`config.mk`:
```
export PLATFORM = sky130hd
export DESIGN_NAME = modbus_rtu_master_transaction_flat
export DESIGN_NICKNAME = d
export VERILOG_FILES = /design/src/hdl/mbrtu_pkg.sv /design/src/hdl/mbrtu_if.sv /design/src/hdl/mbrtu_crc.sv /design/src/hdl/modbus_rtu_master_transaction.sv /design/src/flat_wrapper.sv
export VERILOG_INCLUDE_DIRS = /design/src /design/src/hdl
export SDC_FILE = /design/constraint.sdc
export NUM_CORES = 2
export LEC_CHECK = 0
export BUFFER_PORTS_ARGS = -buffer_cell sky130_fd_sc_hd__buf_2
export CAP_MARGIN = 10
export CORE_MARGIN = 1
export CORE_UTILIZATION = 25
export CTS_CLUSTER_SIZE = 14
export DETAILED_ROUTE_END_ITERATION = 8
export SYNTH_ARGS = -nofsm -noshare
export SYNTH_HDL_FRONTEND = slang
export SYNTH_SLANG_ARGS = --single-unit
export TNS_END_PERCENT = 100
```
`constraint.sdc`:
```
create_clock -name clk -period 6.11 [get_ports clk]
set_clock_uncertainty 0.2 [all_clocks]
set_input_delay 1.222 -clock clk [delete_from_list [all_inputs] [get_ports clk]]
set_output_delay 1.222 -clock clk [all_outputs]
set_load 0.05 [all_outputs]
```
`src/hdl/modbus_rtu_master_transaction_macros.svh`:
```
// assertion macros for the modbus rtu master
// used by the modules that assert; no other dependencies
`ifndef MODBUS_RTU_MASTER_TRANSACTION_MACROS_SVH
`define MODBUS_RTU_MASTER_TRANSACTION_MACROS_SVH
`ifndef SYNTHESIS
`define MRM_ASSERT_IMP(label, clk, rst, a, c) \
  label: assert property (@(posedge clk) disable iff (rst) (a) |-> (c)) \
    else $error("assertion failed");
`define MRM_ASSERT_NEXT(label, clk, rst, a, c) \
  label: assert property (@(posedge clk) disable iff (rst) (a) |=> (c)) \
    else $error("assertion failed");
`else
`define MRM_ASSERT_IMP(label, clk, rst, a, c)
`define MRM_ASSERT_NEXT(label, clk, rst, a, c)
`endif
`endif

```
`src/hdl/mbrtu_pkg.sv`:
```
// shared types and constants for the modbus rtu master
// no dependencies
`timescale 1ns / 1ps
package mbrtu_pkg;
  localparam int TxFrameBytes = 32;
  localparam int RxFrameBytes = 64;
  localparam int MaxReadRegs = 16;
  localparam int PayloadDepth = 32;
  localparam logic [15:0] CrcInit = 16'hFFFF;
  localparam logic [15:0] CrcPoly = 16'hA001;

  localparam logic [1:0] KIND_LOAD = 2'd0;
  localparam logic [1:0] KIND_START = 2'd1;
  localparam logic [1:0] KIND_LINE = 2'd2;
  localparam logic [1:0] KIND_TICK = 2'd3;

  localparam logic [1:0] RES_TX = 2'd0;
  localparam logic [1:0] RES_DATA = 2'd1;
  localparam logic [1:0] RES_STATUS = 2'd2;

  localparam logic [2:0] ST_OK = 3'd0;
  localparam logic [2:0] ST_CRC = 3'd1;
  localparam logic [2:0] ST_MISMATCH = 3'd2;
  localparam logic [2:0] ST_TIMEOUT = 3'd3;
  localparam logic [2:0] ST_BUSY = 3'd4;
  localparam logic [2:0] ST_INVALID = 3'd5;

  localparam logic [7:0] FN_READ_HOLD = 8'd3;
  localparam logic [7:0] FN_READ_INPUT = 8'd4;
  localparam logic [7:0] FN_WRITE_SINGLE = 8'd6;
  localparam logic [7:0] FN_WRITE_MULTI = 8'd16;

  typedef struct packed {
    logic [1:0] kind;
    logic [7:0] slave_id;
    logic [7:0] function_code;
    logic [15:0] register_address;
    logic [6:0] register_count;
    logic [4:0] payload_index;
    logic [7:0] data_byte;
    logic [15:0] timeout_ms;
  } in_item_t;

  typedef struct packed {
    logic [1:0] result_kind;
    logic [7:0] byte_value;
    logic [2:0] status;
    logic last;
  } out_item_t;

  typedef enum logic [3:0] {
    S_IDLE, S_TX_BYTE, S_TX_CRC, S_TX_EMIT, S_RX_CRC, S_RX_RD0, S_RX_RD1,
    S_FIN, S_DATA_RD, S_DATA_EMIT, S_STATUS
  } state_t;

  // shared crc unit control
  typedef struct packed {
    logic load;
    logic [15:0] init;
    logic [7:0] data;
  } crc_ctl_t;
endpackage

```
`src/hdl/mbrtu_if.sv`:
```
// valid/ready channel carrying one item
// depends on mbrtu_pkg
`timescale 1ns / 1ps
interface mbrtu_in_if;
  import mbrtu_pkg::*;
  logic valid;
  logic ready;
  in_item_t data;
  modport source (output valid, output data, input ready);
  modport sink (input valid, input data, output ready);
endinterface

interface mbrtu_out_if;
  import mbrtu_pkg::*;
  logic valid;
  logic ready;
  out_item_t data;
  modport source (output valid, output data, input ready);
  modport sink (input valid, input data, output ready);
endinterface

```
`src/hdl/mbrtu_crc.sv`:
```
// bit-serial crc-16 unit, one polynomial step a cycle
// depends on mbrtu_pkg and the assertion macros
`timescale 1ns / 1ps
`include "modbus_rtu_master_transaction_macros.svh"
module mbrtu_crc (
  input logic clk,
  input logic rst,
  input mbrtu_pkg::crc_ctl_t ctl,
  output logic [15:0] crc,
  output logic done
);
  import mbrtu_pkg::*;
  logic [3:0] cnt;
  logic [15:0] crc_next;

  always_comb begin
    crc_next = crc[0] ? ((crc >> 1) ^ CrcPoly) : (crc >> 1);
  end

  always_ff @(posedge clk) begin
    if (rst) begin
      cnt <= 4'd8;
      crc <= CrcInit;
    end else if (ctl.load) begin
      crc <= ctl.init ^ {8'd0, ctl.data};
      cnt <= 4'd0;
    end else if (cnt != 4'd8) begin
      crc <= crc_next;
      cnt <= cnt + 4'd1;
    end
  end

  assign done = (cnt == 4'd8) && !ctl.load;

  `MRM_ASSERT_NEXT(a_crc_start, clk, rst, ctl.load, !done)
  `MRM_ASSERT_IMP(a_crc_cnt, clk, rst, 1'b1, cnt <= 4'd8)
  `MRM_ASSERT_NEXT(a_crc_hold, clk, rst, done && !ctl.load, crc == $past(crc))
endmodule

```
`src/hdl/modbus_rtu_master_transaction.sv`:
```
// The shared bit-serial CRC unit sets the pace: every frame byte and every received
// byte is folded through it before the block moves on. A completion reads back the
// id and function, then hands out the data bytes and a status; a rejected start gives a status.
// Output stalls hold every result. The block takes one item at a time and is ready
// again once its last result sits in the output register.
// Synchronous active-high reset clears control state; stores are not cleared.
`timescale 1ns / 1ps
`include "modbus_rtu_master_transaction_macros.svh"
module modbus_rtu_master_transaction (
  input logic clk,
  input logic rst,
  mbrtu_in_if.sink in_ch,
  mbrtu_out_if.source out_ch
);
  import mbrtu_pkg::*;

  state_t state, state_next;
  in_item_t req;
  logic busy_flag;
  logic [7:0] pending_id, pending_function;
  logic [6:0] pending_registers;
  logic [7:0] expected_length, received_count;
  logic [15:0] running_crc, elapsed_ms, timeout_limit;
  logic [7:0] payload_store [PayloadDepth];
  logic [7:0] receive_store [RxFrameBytes];
  logic [7:0] pl_rd, rx_rd;
  logic [4:0] pl_addr;
  logic [5:0] rx_addr;
  logic [7:0] tx_pos, tx_len, tx_byte, tx_rd_pos;
  logic [15:0] tx_crc;
  logic [7:0] rx0, rx1, n_data, d_pos;
  logic [7:0] rd_cap, n_first, n_cur;
  logic [2:0] st_code;
  logic ov_valid, ov_set;
  out_item_t ov;
  crc_ctl_t cctl;
  logic [15:0] crc_q;
  logic crc_done;
  logic accept, out_free;
  logic req_ok;
  logic [7:0] exp_len, frm_len;
  logic is_read;
  logic start_busy;

  mbrtu_crc u_crc (.clk(clk), .rst(rst), .ctl(cctl), .crc(crc_q), .done(crc_done));

  assign accept = in_ch.valid && in_ch.ready;
  assign out_free = !ov_valid || out_ch.ready;
  assign in_ch.ready = (state == S_IDLE);
  assign out_ch.valid = ov_valid;
  assign out_ch.data = ov;
  assign is_read = (req.function_code == FN_READ_HOLD) ||
                   (req.function_code == FN_READ_INPUT);
  // payload read runs one position ahead while a byte is being handed out
  assign tx_rd_pos = (state == S_TX_EMIT) ? tx_pos + 8'd1 : tx_pos;

  // request check and lengths
  always_comb begin
    req_ok = 1'b0;
    exp_len = 8'd8;
    frm_len = 8'd6;
    if (is_read) begin
      req_ok = (req.register_count != 7'd0) && (req.register_count <= 7'(MaxReadRegs)) &&
               (9'd5 + {1'b0, req.register_count, 1'b0} <= 9'(RxFrameBytes));
      exp_len = 8'd5 + {req.register_count, 1'b0};
    end else if (req.function_code == FN_WRITE_SINGLE) begin
      req_ok = 1'b1;
    end else if (req.function_code == FN_WRITE_MULTI) begin
      req_ok = (req.register_count != 7'd0) &&
               ({1'b0, req.register_count, 1'b0} <= 9'(PayloadDepth)) &&
               (9'd9 + {1'b0, req.register_count, 1'b0} <= 9'(TxFrameBytes));
      frm_len = 8'd7 + {req.register_count, 1'b0};
    end
  end

  // frame byte at tx_pos (payload bytes come from pl_rd)
  always_comb begin
    unique case (tx_pos)
      8'd0: tx_byte = req.slave_id;
      8'd1: tx_byte = req.function_code;
      8'd2: tx_byte = req.register_address[15:8];
      8'd3: tx_byte = req.register_address[7:0];
      8'd4: tx_byte = (req.function_code == FN_WRITE_SINGLE) ? pl_rd : 8'd0;
      8'd5: tx_byte = (req.function_code == FN_WRITE_SINGLE) ? pl_rd
                                                             : {1'b0, req.register_count};
      8'd6: tx_byte = {req.register_count, 1'b0};
      default: tx_byte = pl_rd;
    endcase
  end

  always_comb begin
    if (tx_rd_pos == 8'd4) pl_addr = 5'd0;
    else if (tx_rd_pos == 8'd5) pl_addr = 5'd1;
    else pl_addr = 5'(tx_rd_pos - 8'd7);
    if (state == S_RX_RD0 || state == S_IDLE) rx_addr = 6'd0;
    else if (state == S_RX_RD1) rx_addr = 6'd1;
    else if (state == S_FIN) rx_addr = 6'd2;
    else rx_addr = 6'(d_pos + 8'd3);
  end

  // data byte count; on the first data visit rx_rd holds the byte count field
  always_comb begin
    rd_cap = {pending_registers, 1'b0};
    n_first = 8'd0;
    if (pending_function == FN_READ_HOLD || pending_function == FN_READ_INPUT)
      n_first = (rx_rd > rd_cap) ? rd_cap : rx_rd;
    n_cur = (d_pos == 8'd0) ? n_first : n_data;
  end

  always_ff @(posedge clk) begin
    pl_rd <= payload_store[pl_addr];
    rx_rd <= receive_store[rx_addr];
    if (accept && in_ch.data.kind == KIND_LOAD)
      payload_store[in_ch.data.payload_index] <= in_ch.data.data_byte;
    if (accept && in_ch.data.kind == KIND_LINE && busy_flag &&
        received_count < 8'(RxFrameBytes))
      receive_store[6'(received_count)] <= in_ch.data.data_byte;
  end

  // next state
  always_comb begin
    state_next = state;
    unique case (state)
      S_IDLE: if (accept) begin
        unique case (in_ch.data.kind)
          KIND_LOAD: state_next = S_IDLE;
          KIND_START: state_next = S_TX_BYTE;
          KIND_LINE: state_next = busy_flag ? S_RX_CRC : S_IDLE;
          default: state_next = busy_flag ? S_STATUS : S_IDLE;
        endcase
      end
      S_TX_BYTE: if (start_busy || !req_ok) state_next = S_STATUS;
        else state_next = S_TX_CRC;
      S_TX_CRC: if (crc_done && out_free) state_next = S_TX_EMIT;
      S_TX_EMIT: if (out_free) begin
        if (tx_pos + 8'd1 == tx_len + 8'd2) state_next = S_IDLE;
        else state_next = S_TX_BYTE;
      end
      S_RX_CRC: if (crc_done) begin
        if (received_count >= expected_length || received_count >= 8'(RxFrameBytes))
          state_next = S_RX_RD0;
        else state_next = S_IDLE;
      end
      S_RX_RD0: state_next = S_RX_RD1;
      S_RX_RD1: state_next = S_FIN;
      S_FIN: state_next = S_DATA_RD;
      S_DATA_RD: state_next = (d_pos < n_cur && d_pos + 8'd3 < 8'(RxFrameBytes) &&
                               rx0 == pending_id && rx1 == pending_function &&
                               running_crc == 16'd0) ? S_DATA_EMIT : S_STATUS;
      S_DATA_EMIT: if (out_free) state_next = S_DATA_RD;
      S_STATUS: if (out_free) state_next = S_IDLE;
      default: state_next = S_IDLE;
    endcase
  end

  always_comb begin
    cctl.load = 1'b0;
    cctl.init = tx_crc;
    cctl.data = tx_byte;
    if (state == S_TX_BYTE && !start_busy && req_ok && tx_pos < frm_len) cctl.load = 1'b1;
    if (state == S_IDLE && accept && in_ch.data.kind == KIND_LINE && busy_flag) begin
      cctl.load = 1'b1;
      cctl.init = running_crc;
      cctl.data = in_ch.data.data_byte;
    end
  end

  // a tick that does not run out the timeout gives no item
  always_comb begin
    ov_set = 1'b0;
    if (out_free) begin
      if (state == S_TX_EMIT || state == S_DATA_EMIT) ov_set = 1'b1;
      if (state == S_STATUS)
        ov_set = (req.kind != KIND_TICK) || (elapsed_ms > timeout_limit);
    end
  end

  always_ff @(posedge clk) begin
    if (rst) begin
      state <= S_IDLE;
      busy_flag <= 1'b0;
      ov_valid <= 1'b0;
      pending_id <= 8'd0;
      pending_function <= 8'd0;
      pending_registers <= 7'd0;
      expected_length <= 8'd0;
      received_count <= 8'd0;
      running_crc <= CrcInit;
      elapsed_ms <= 16'd0;
      timeout_limit <= 16'd0;
      start_busy <= 1'b0;
    end else begin
      state <= state_next;
      ov_valid <= ov_set || (ov_valid && !out_ch.ready);
      unique case (state)
        S_IDLE: if (accept) begin
          req <= in_ch.data;
          tx_pos <= 8'd0;
          tx_crc <= CrcInit;
          start_busy <= busy_flag;
          if (in_ch.data.kind == KIND_LINE && busy_flag)
            received_count <= received_count + 8'd1;
          if (in_ch.data.kind == KIND_TICK && busy_flag) begin
            if (elapsed_ms != 16'hFFFF) elapsed_ms <= elapsed_ms + 16'd1;
            st_code <= ST_TIMEOUT;
          end
          if (in_ch.data.kind == KIND_START)
            st_code <= busy_flag ? ST_BUSY : ST_INVALID;
        end
        S_TX_BYTE: begin
          // first pass commits the transaction
          if (!start_busy && req_ok && tx_pos == 8'd0) begin
            busy_flag <= 1'b1;
            pending_id <= req.slave_id;
            pending_function <= req.function_code;
            pending_registers <= req.register_count;
            expected_length <= exp_len;
            received_count <= 8'd0;
            running_crc <= CrcInit;
            elapsed_ms <= 16'd0;
            timeout_limit <= req.timeout_ms;
            tx_len <= frm_len;
          end
        end
        S_TX_CRC: if (crc_done && out_free) begin
          if (tx_pos < tx_len) begin
            tx_crc <= crc_q;
            ov <= '{RES_TX, tx_byte, ST_OK, 1'b0};
          end else if (tx_pos == tx_len) ov <= '{RES_TX, tx_crc[7:0], ST_OK, 1'b0};
          else ov <= '{RES_TX, tx_crc[15:8], ST_OK, 1'b1};
        end
        S_TX_EMIT: if (out_free) tx_pos <= tx_pos + 8'd1;
        S_RX_CRC: if (crc_done) running_crc <= crc_q;
        S_RX_RD1: rx0 <= rx_rd;
        S_FIN: begin
          rx1 <= rx_rd;
          busy_flag <= 1'b0;
          d_pos <= 8'd0;
          if (rx0 != pending_id || rx_rd != pending_function) st_code <= ST_MISMATCH;
          else if (running_crc != 16'd0) st_code <= ST_CRC;
          else st_code <= ST_OK;
        end
        S_DATA_RD: if (d_pos == 8'd0) n_data <= n_first;
        S_DATA_EMIT: if (out_free) begin
          ov <= '{RES_DATA, rx_rd, ST_OK, 1'b0};
          d_pos <= d_pos + 8'd1;
        end
        S_STATUS: if (out_free) begin
          ov <= '{RES_STATUS, 8'd0, st_code, 1'b1};
          if (req.kind == KIND_TICK && elapsed_ms > timeout_limit) busy_flag <= 1'b0;
        end
        default: ;
      endcase
    end
  end

  `MRM_ASSERT_IMP(a_ready_idle, clk, rst, in_ch.ready, state == S_IDLE)
  `MRM_ASSERT_IMP(a_last_status, clk, rst,
                  out_ch.valid && out_ch.data.result_kind == RES_STATUS, out_ch.data.last)
  `MRM_ASSERT_IMP(a_status_zero, clk, rst,
                  out_ch.valid && out_ch.data.result_kind != RES_STATUS,
                  out_ch.data.status == ST_OK)
endmodule

```
`src/flat_wrapper.sv`:
```
// flat-port wrapper written by rule: the top's interface ports become plain ports
module modbus_rtu_master_transaction_flat import mbrtu_pkg::*;
  (clk, rst, in_ch_valid, in_ch_data, in_ch_ready, out_ch_valid, out_ch_data, out_ch_ready);
  mbrtu_in_if in_ch_i ();
  mbrtu_out_if out_ch_i ();
  input logic clk;
  input logic rst;
  input wire logic [$bits(in_ch_i.valid)-1:0] in_ch_valid;
  input wire logic [$bits(in_ch_i.data)-1:0] in_ch_data;
  output wire logic [$bits(in_ch_i.ready)-1:0] in_ch_ready;
  output wire logic [$bits(out_ch_i.valid)-1:0] out_ch_valid;
  output wire logic [$bits(out_ch_i.data)-1:0] out_ch_data;
  input wire logic [$bits(out_ch_i.ready)-1:0] out_ch_ready;
  assign in_ch_i.valid = in_ch_valid;
  assign in_ch_i.data = in_ch_data;
  assign in_ch_ready = in_ch_i.ready;
  assign out_ch_valid = out_ch_i.valid;
  assign out_ch_data = out_ch_i.data;
  assign out_ch_i.ready = out_ch_ready;
  modbus_rtu_master_transaction u_core (.clk(clk), .rst(rst), .in_ch(in_ch_i), .out_ch(out_ch_i));
endmodule
```
== After elaboration in Yosys (flattened, before gate mapping) ==
Memory sizes are Yosys's and may differ from the RTL's. A register that Yosys moved wholly into a read port is not among the register bits.
Cells that the tools add are included.

* Flip-flop bits (word level): 252
* Memory bits (writable): 768
* Memories: 2

* Add/sub/neg operators: 12
* Magnitude comparators: 13
* Equal/unequal tests: 51
* Muxes and demuxes: 85
* Bitwise operators: 3
* Reductions and logical operators: 76

{| class="wikitable"
|+ Memory list
! name !! depth !! width !! read ports !! clocked after Yosys merged registers in !! write ports !! line !! text
|-
| u_core.receive_store || 64 || 8 || 1 || 1 || 1 || modbus_rtu_master_transaction.sv:25 || <nowiki>logic [7:0] receive_store [RxFrameBytes];</nowiki>
|-
| u_core.payload_store || 32 || 8 || 1 || 1 || 1 || modbus_rtu_master_transaction.sv:24 || <nowiki>logic [7:0] payload_store [PayloadDepth];</nowiki>
|}

{| class="wikitable"
|+ Operators with widths
! kind !! count
|-
| 2-to-1 mux 16 bit || 12
|-
| 2-to-1 mux 8 bit || 16
|-
| case mux 16 bit (2 select lines) || 3
|-
| equality test 8 x 3 -> 1 bit (second input constant) || 8
|-
| 2-to-1 mux 14 bit || 4
|-
| case mux 8 bit (7 select lines) || 1
|-
| case mux 8 bit (2 select lines) || 3
|-
| case mux 4 bit (11 select lines) || 1
|-
| case mux 14 bit (3 select lines) || 1
|-
| 2-to-1 mux 4 bit || 10
|-
| equality test 8 x 2 -> 1 bit (second input constant) || 4
|-
| equality test 8 bit || 4
|-
| logical AND 1 bit || 27
|-
| 2-to-1 mux 25 bit || 1
|-
| adder 8 x 1 -> 8 bit (second input constant) || 3
|-
| less-than comparator 8 bit || 3
|-
| 2-to-1 mux 3 bit || 6
|-
| 2-to-1 mux 6 bit || 3
|-
| 2-to-1 mux 1 bit || 17
|-
| adder 16 x 1 -> 16 bit (second input constant) || 1
|-
| adder 3 x 8 -> 8 bit (first input constant) || 2
|-
| adder 8 x 2 -> 8 bit (second input constant) || 2
|-
| equality test 4 x 3 -> 1 bit (second input constant) || 4
|-
| equality test 4 bit (second input constant) || 4
|-
| other kinds (50) || 100
|}

== Longest topological paths before layout ==
* Word-level depth: 15
* Mapped depth: 20
* Mapped depth without buffers: 20

== Cells and area by module ==
A second synthesis with hierarchy kept.

* Cells, all modules: 2,985
* Area, all modules: 43,636.9 µm²

{| class="wikitable"
|+ Modules (own cells, without submodules)
! module !! times used !! cells an instance !! area an instance (µm²)
|-
| modbus_rtu_master_transaction || 1 || 2,874 || 42,533.3
|-
| mbrtu_crc || 1 || 111 || 1,103.6
|}

== Worst setup path after synthesis ==
OpenSTA, ideal clock, no wires.

* Path type: input to register
* Start point: input rst
* End point: register u_core.req[0] in the netlist's numbering (enable)
* Arrival: 4,022 ps
* Data required time: 5,438 ps
* Setup slack: 1,416 ps
* Cell stages on the path: 3
* Path buffers: 2
* Cells stage by stage: clkbuf_1 clkbuf_1 nor2_1

* Word-level cells in the longest chain between the ends: 2

{| class="wikitable"
|+ RTL lines
! element !! line !! text
|-
| start, declared || flat_wrapper.sv:7 || <nowiki>input logic rst;</nowiki>
|-
| NOT 1 bit (no line) || -- ||
|-
| AND reduction 3 bit (no line) || -- ||
|-
| end signal, assigned || modbus_rtu_master_transaction.sv:197 || <nowiki>req <= in_ch.data;</nowiki>
|-
| end, declared || modbus_rtu_master_transaction.sv:18 || <nowiki>in_item_t req;</nowiki>
|}

Every way passes these cells.
A chain may end at the register's enable or synchronous reset.

== Worst setup path in the final report ==
* Start point: register u_core.state[1]
* End point: register u_core.pl_rd[3] (read register of u_core.payload_store)

* Word-level cells in the longest chain between the ends: 5
* Elaborated cells on any way between the ends: 7
* Classes of those cells: add/sub (1); eq/ne (3); mux (3)

{| class="wikitable"
|+ RTL lines
! element !! line !! text
|-
| start, declared || modbus_rtu_master_transaction.sv:17 || <nowiki>state_t state, state_next;</nowiki>
|-
| start signal, assigned || modbus_rtu_master_transaction.sv:193 || <nowiki>state <= state_next;</nowiki>
|-
| equality test 4 x 2 -> 1 bit * || modbus_rtu_master_transaction.sv:55 || <nowiki>assign tx_rd_pos = (state == S_TX_EMIT) ? tx_pos + 8'd1 : tx_pos;</nowiki>
|-
| 2-to-1 mux 8 bit * || modbus_rtu_master_transaction.sv:55 ||
|-
| subtractor 5 x 3 -> 5 bit / equality test 8 x 3 -> 1 bit (equally long branches) || modbus_rtu_master_transaction.sv:94, modbus_rtu_master_transaction.sv:93 ||
|-
| 2-to-1 mux 5 bit || modbus_rtu_master_transaction.sv:93 || <nowiki>else if (tx_rd_pos == 8'd5) pl_addr = 5'd1;</nowiki>
|-
| 2-to-1 mux 5 bit * || modbus_rtu_master_transaction.sv:92 || <nowiki>if (tx_rd_pos == 8'd4) pl_addr = 5'd0;</nowiki>
|-
| end, declared || modbus_rtu_master_transaction.sv:26 || <nowiki>logic [7:0] pl_rd, rx_rd;</nowiki>
|}

Mark *: on every way between the ends. The rest lies on a longest branch, timed or not.

==> results summary <==
Dividing the detail-routed wire length by the instance count gives between 20 and 25 um. The final count of hold timing violations is 0. The number of global-route vias before repair came out at approximately 26000. The core occupancy in the finished layout came out at 29.09%.

The final number of max-transition violations is 0. Max-cap violations in this run came to 0. The sequential share of the synthesized area is 68.03%. Counting instances, the worst hold path has a depth of 2. By area the synthesized netlist is led by sky130_fd_sc_hd__edfxtp_1 62%, sky130_fd_sc_hd__mux4_2 6.6%, sky130_fd_sc_hd__dfxtp_1 5.9%, sky130_fd_sc_hd__mux2i_1 3.3%, sky130_fd_sc_hd__nand2_1 2.9%. Using the TritonRoute via totals, the vias-per-cell ratio works out to 4.674. Counting I/O delays and the setup requirement, the final critical path takes 4.872 ns. The footprint of the flip-flops and latches is 0.02981 mm^2.

The number of buffers inserted to repair setup after CTS is 0. For the worst-skew pair, the clock arrives at the later sink with an insertion delay of approximately 0.73 ns. Of all cell types, the one taking the most synthesized area is sky130_fd_sc_hd__edfxtp_1. The core region is around 0.17 mm^2. From synthesis to final layout, the design area changed by 15.54%.

The required time of the worst setup path came out at 6.49 ns. The areal power density over the cells is about 400 mW/mm^2. The deepest level of the CTS H-tree is 3. The wire length after detailed routing is between 100000 and 150000 um. The residual DRC count came out at 0. Along the worst path, the maximum fanout reaches 16. The net count of the mapped netlist is ~3200. The total power is roughly 20000 uW. The share of flip-flops with an asynchronous set or reset is 0%. The weighted congestion reported at the end of routability-driven placement came out at 0.8502.

Counting every instance in the synthesized netlist gives approximately 3000. The post-synthesis cell type count came out at 88. The die outline area came out at 0.1770 mm^2. The number of cells on the worst reg-to-reg path is 13. The die outline width is roughly 420 um. The kind of critical path is reg2reg. The die is 420.7 um tall.

The residual overflow from global routing came out at 0. The number of top-level pins is 90. Final hold analysis gives a worst-case slack of 0.2512 ns. The count of vias placed by the detailed router came out at 25980. The worst pin sits at a relative slew slack of 18.54%. The starting density of the core came out at between 20% and 30%. The setup TNS after final layout came out at 0 ns. Clock-pin slew was measured on the worst setup and hold paths at 0.06 ns. The length of the first detailed-routing pass in iterations is 8. The count of endpoints failing setup in the final report is 0. Clock tree synthesis inserted a total of 106 buffers. The summed instance area of the synthesized netlist is around 0.044 mm^2. The fraction of layout instances using a drive strength above 1 is 14.77%. The number of hold buffers added after cts is 0. The number of nets in the final layout came out at 3284. The clock tree from TritonCTS is done. The area taken by multi-input logic gates came out at 0.01322 mm^2. The largest net degree at the start of global routing came out at 67.

STA classifies the critical path startpoint as a flip-flop. The CTS sink count came out at 1036. The area fraction of the dominant cell type after synthesis is 62.09%. The worst min-delay path category is reg2reg. Setup repair after global routing left no endpoint under its margin.

Summed over all nets, the half-perimeter wirelength after detailed placement is 76670 um. The data arrival time of the critical path came out at 5.25 ns. The number of warnings printed during yosys synthesis is 0. The pin slew with the least headroom to its limit is between 1 and 1.5 ns.

The peak supply drop came out at 0.0002884 V. The number of placement rows is 153. The number of buffer cells added on primary ports came out at 89.

The run finished with clean final reports. The root buffer cell chosen for the clock tree is sky130_fd_sc_hd__clkbuf_16. The element type at the critical path end is a flip-flop. After clock tree synthesis, the repair step resized 0 gates. The register bit total from synthesis came out at 1036.

Timing analysis after detailed placement gives a worst setup slack of around 0.97 ns. The first global-routing pass estimated approximately 170000 um of wire. The number of antenna violations at the first check in global routing is 4. Dividing the final minimum period by the clock period gives 79.73%. The detailed router's first-iteration violation count came out at 2492. The mean post-synth cell area is 14.43 um^2. The fmax came out at 205.3 MHz.

For this run, the total global-route usage over all layers was measured as 12.91%. The setup slack of the critical path after layout is between 1 and 1.5 ns. The worst register-to-register path has a setup slack of 1.24 ns.

The largest buffer count on any clock path is 3. The leading cell type by number of instances after synthesis is sky130_fd_sc_hd__edfxtp_1. The dominant register cell in the synthesized netlist is sky130_fd_sc_hd__edfxtp_1. The leakage power is 0.01595 uW. Counting instances in the post-synthesis netlist gives the leading cell types as 906 x sky130_fd_sc_hd__edfxtp_1, 342 x sky130_fd_sc_hd__nand2_1, 243 x sky130_fd_sc_hd__nor2_1.

Yosys mapped a number of flops with a built-in enable equal to around 900. The number of inserted filler cells in the final layout is ~17000. The number of routed nets with antenna violations is 0.
==> worst max-delay path: stages (launching register included) <==
cell                       delay, ns
sky130_fd_sc_hd__dfxtp_1        0.61
sky130_fd_sc_hd__nor4bb_2       0.68
sky130_fd_sc_hd__nor2_1         0.09
sky130_fd_sc_hd__or2_2          0.33
sky130_fd_sc_hd__ha_1           0.25
sky130_fd_sc_hd__nor3b_1        0.19
sky130_fd_sc_hd__mux2i_1        0.10
sky130_fd_sc_hd__o22ai_1        0.22
sky130_fd_sc_hd__xor2_1         0.56
sky130_fd_sc_hd__and2_1         0.30
sky130_fd_sc_hd__or3_1          0.27
sky130_fd_sc_hd__o21ai_0        0.19
sky130_fd_sc_hd__nor4_1         0.60
sky130_fd_sc_hd__nand3_1        0.13
==> metrics by stage <==
stage	area, um^2	cells
after floorplan	43820	3037
after global placement	47120	5356
after detailed placement	47120	5356
after CTS	50620	5555
after global routing	50620	5556
final	50630	5558
==> layout make-up <==
cell class | count | share of cell area, %
sequential | 1036 | 58.88
timing repair buffer | 141 | 1.794
multi-input combinational | 1780 | 26.11
clock inverter | 71 | 1.431
clock buffer | 128 | 5.481
antenna | 3 | 0.01483
tap | 2325 | 5.746
inverter | 74 | 0.5486
==> per-layer routing <==
layer / global-route usage, % / wire length (um) / vias to the layer above / part of all wire (%)
met5: 0 / 23 / - / 0.020
met4: 3.784 / 2604 / 4 / 2.3
met2: 20.92 / 55080 / 873 / 48
met3: 2.091 / 7654 / 144 / 6.6
li1: - / - / 11750 / -
met1: 17.67 / 50350 / 13210 / 44
==> power by group <==
group          switching (uW)  internal [uW]  total [uW]
combinational            3300           2300        5600
clock                    2800           3680        6490
sequential                266           7960        8220
total                    6370          13900       20300
==> state kept, by name, summed over array words and instances, names as in the netlist, 14 cells and up <==
| register | flops |
|---|---|
| u_core.receive_store | 512 |
| u_core.payload_store | 256 |
| u_core.req | 57 |
| u_core.elapsed_ms | 16 |
| u_core.running_crc | 16 |
| u_core.timeout_limit | 16 |
| u_core.tx_crc | 16 |
| u_core.u_crc.crc | 16 |
| u_core.out_ch.data | 14 |
==> cell usage in the layout (no fill, tap or decap), types with 14 or more instances in the layout <==
cell                        instances
sky130_fd_sc_hd__a21o_1            18
sky130_fd_sc_hd__mux4_2           128
sky130_fd_sc_hd__nor2_1           238
sky130_fd_sc_hd__clkinv_1          22
sky130_fd_sc_hd__nor4_1            35
sky130_fd_sc_hd__o221ai_1          15
sky130_fd_sc_hd__buf_2             80
sky130_fd_sc_hd__xor2_1            52
sky130_fd_sc_hd__nand3_1           57
sky130_fd_sc_hd__inv_1             73
sky130_fd_sc_hd__nor3_1            45
sky130_fd_sc_hd__a22o_1            14
sky130_fd_sc_hd__ha_1              71
sky130_fd_sc_hd__buf_4             57
sky130_fd_sc_hd__o22ai_1           18
sky130_fd_sc_hd__clkbuf_1          18
sky130_fd_sc_hd__a21oi_1          154
sky130_fd_sc_hd__edfxtp_1         906
sky130_fd_sc_hd__o21ai_0           69
sky130_fd_sc_hd__mux2i_1          145
sky130_fd_sc_hd__clkinv_2          26
sky130_fd_sc_hd__nand4_1           24
sky130_fd_sc_hd__a211oi_1          15
sky130_fd_sc_hd__o21bai_1          19
sky130_fd_sc_hd__xnor2_1           51
sky130_fd_sc_hd__nand2b_1          15
sky130_fd_sc_hd__dfxtp_1          130
sky130_fd_sc_hd__or3_1             53
sky130_fd_sc_hd__clkbuf_16        106
sky130_fd_sc_hd__nor2b_1           14
sky130_fd_sc_hd__nand2_1          342
==> final timing paths <==
| path | from | end |
|---|---|---|
| min | u_core.expected_length[7] | u_core.expected_length[7] |
| max | u_core.state[1] | u_core.pl_rd[3] |
| min reg2reg | u_core.expected_length[7] | u_core.expected_length[7] |
| max reg2reg | u_core.state[1] | u_core.pl_rd[3] |
==> cell families after synthesis <==
logic type | Yosys count | synth area share, %
AND/OR/NAND/NOR | 914 | 9.688
AO/OA/AOI/OAI | 412 | 6.088
multiplexers | 280 | 10.07
XOR/XNOR | 103 | 2.059
adder cells (fa/ha/maj) | 71 | 2.027
buffers and inverters | 221 | 2.042
flip-flops | 1036 | 68.03
(Power assumes the default switching activity.)
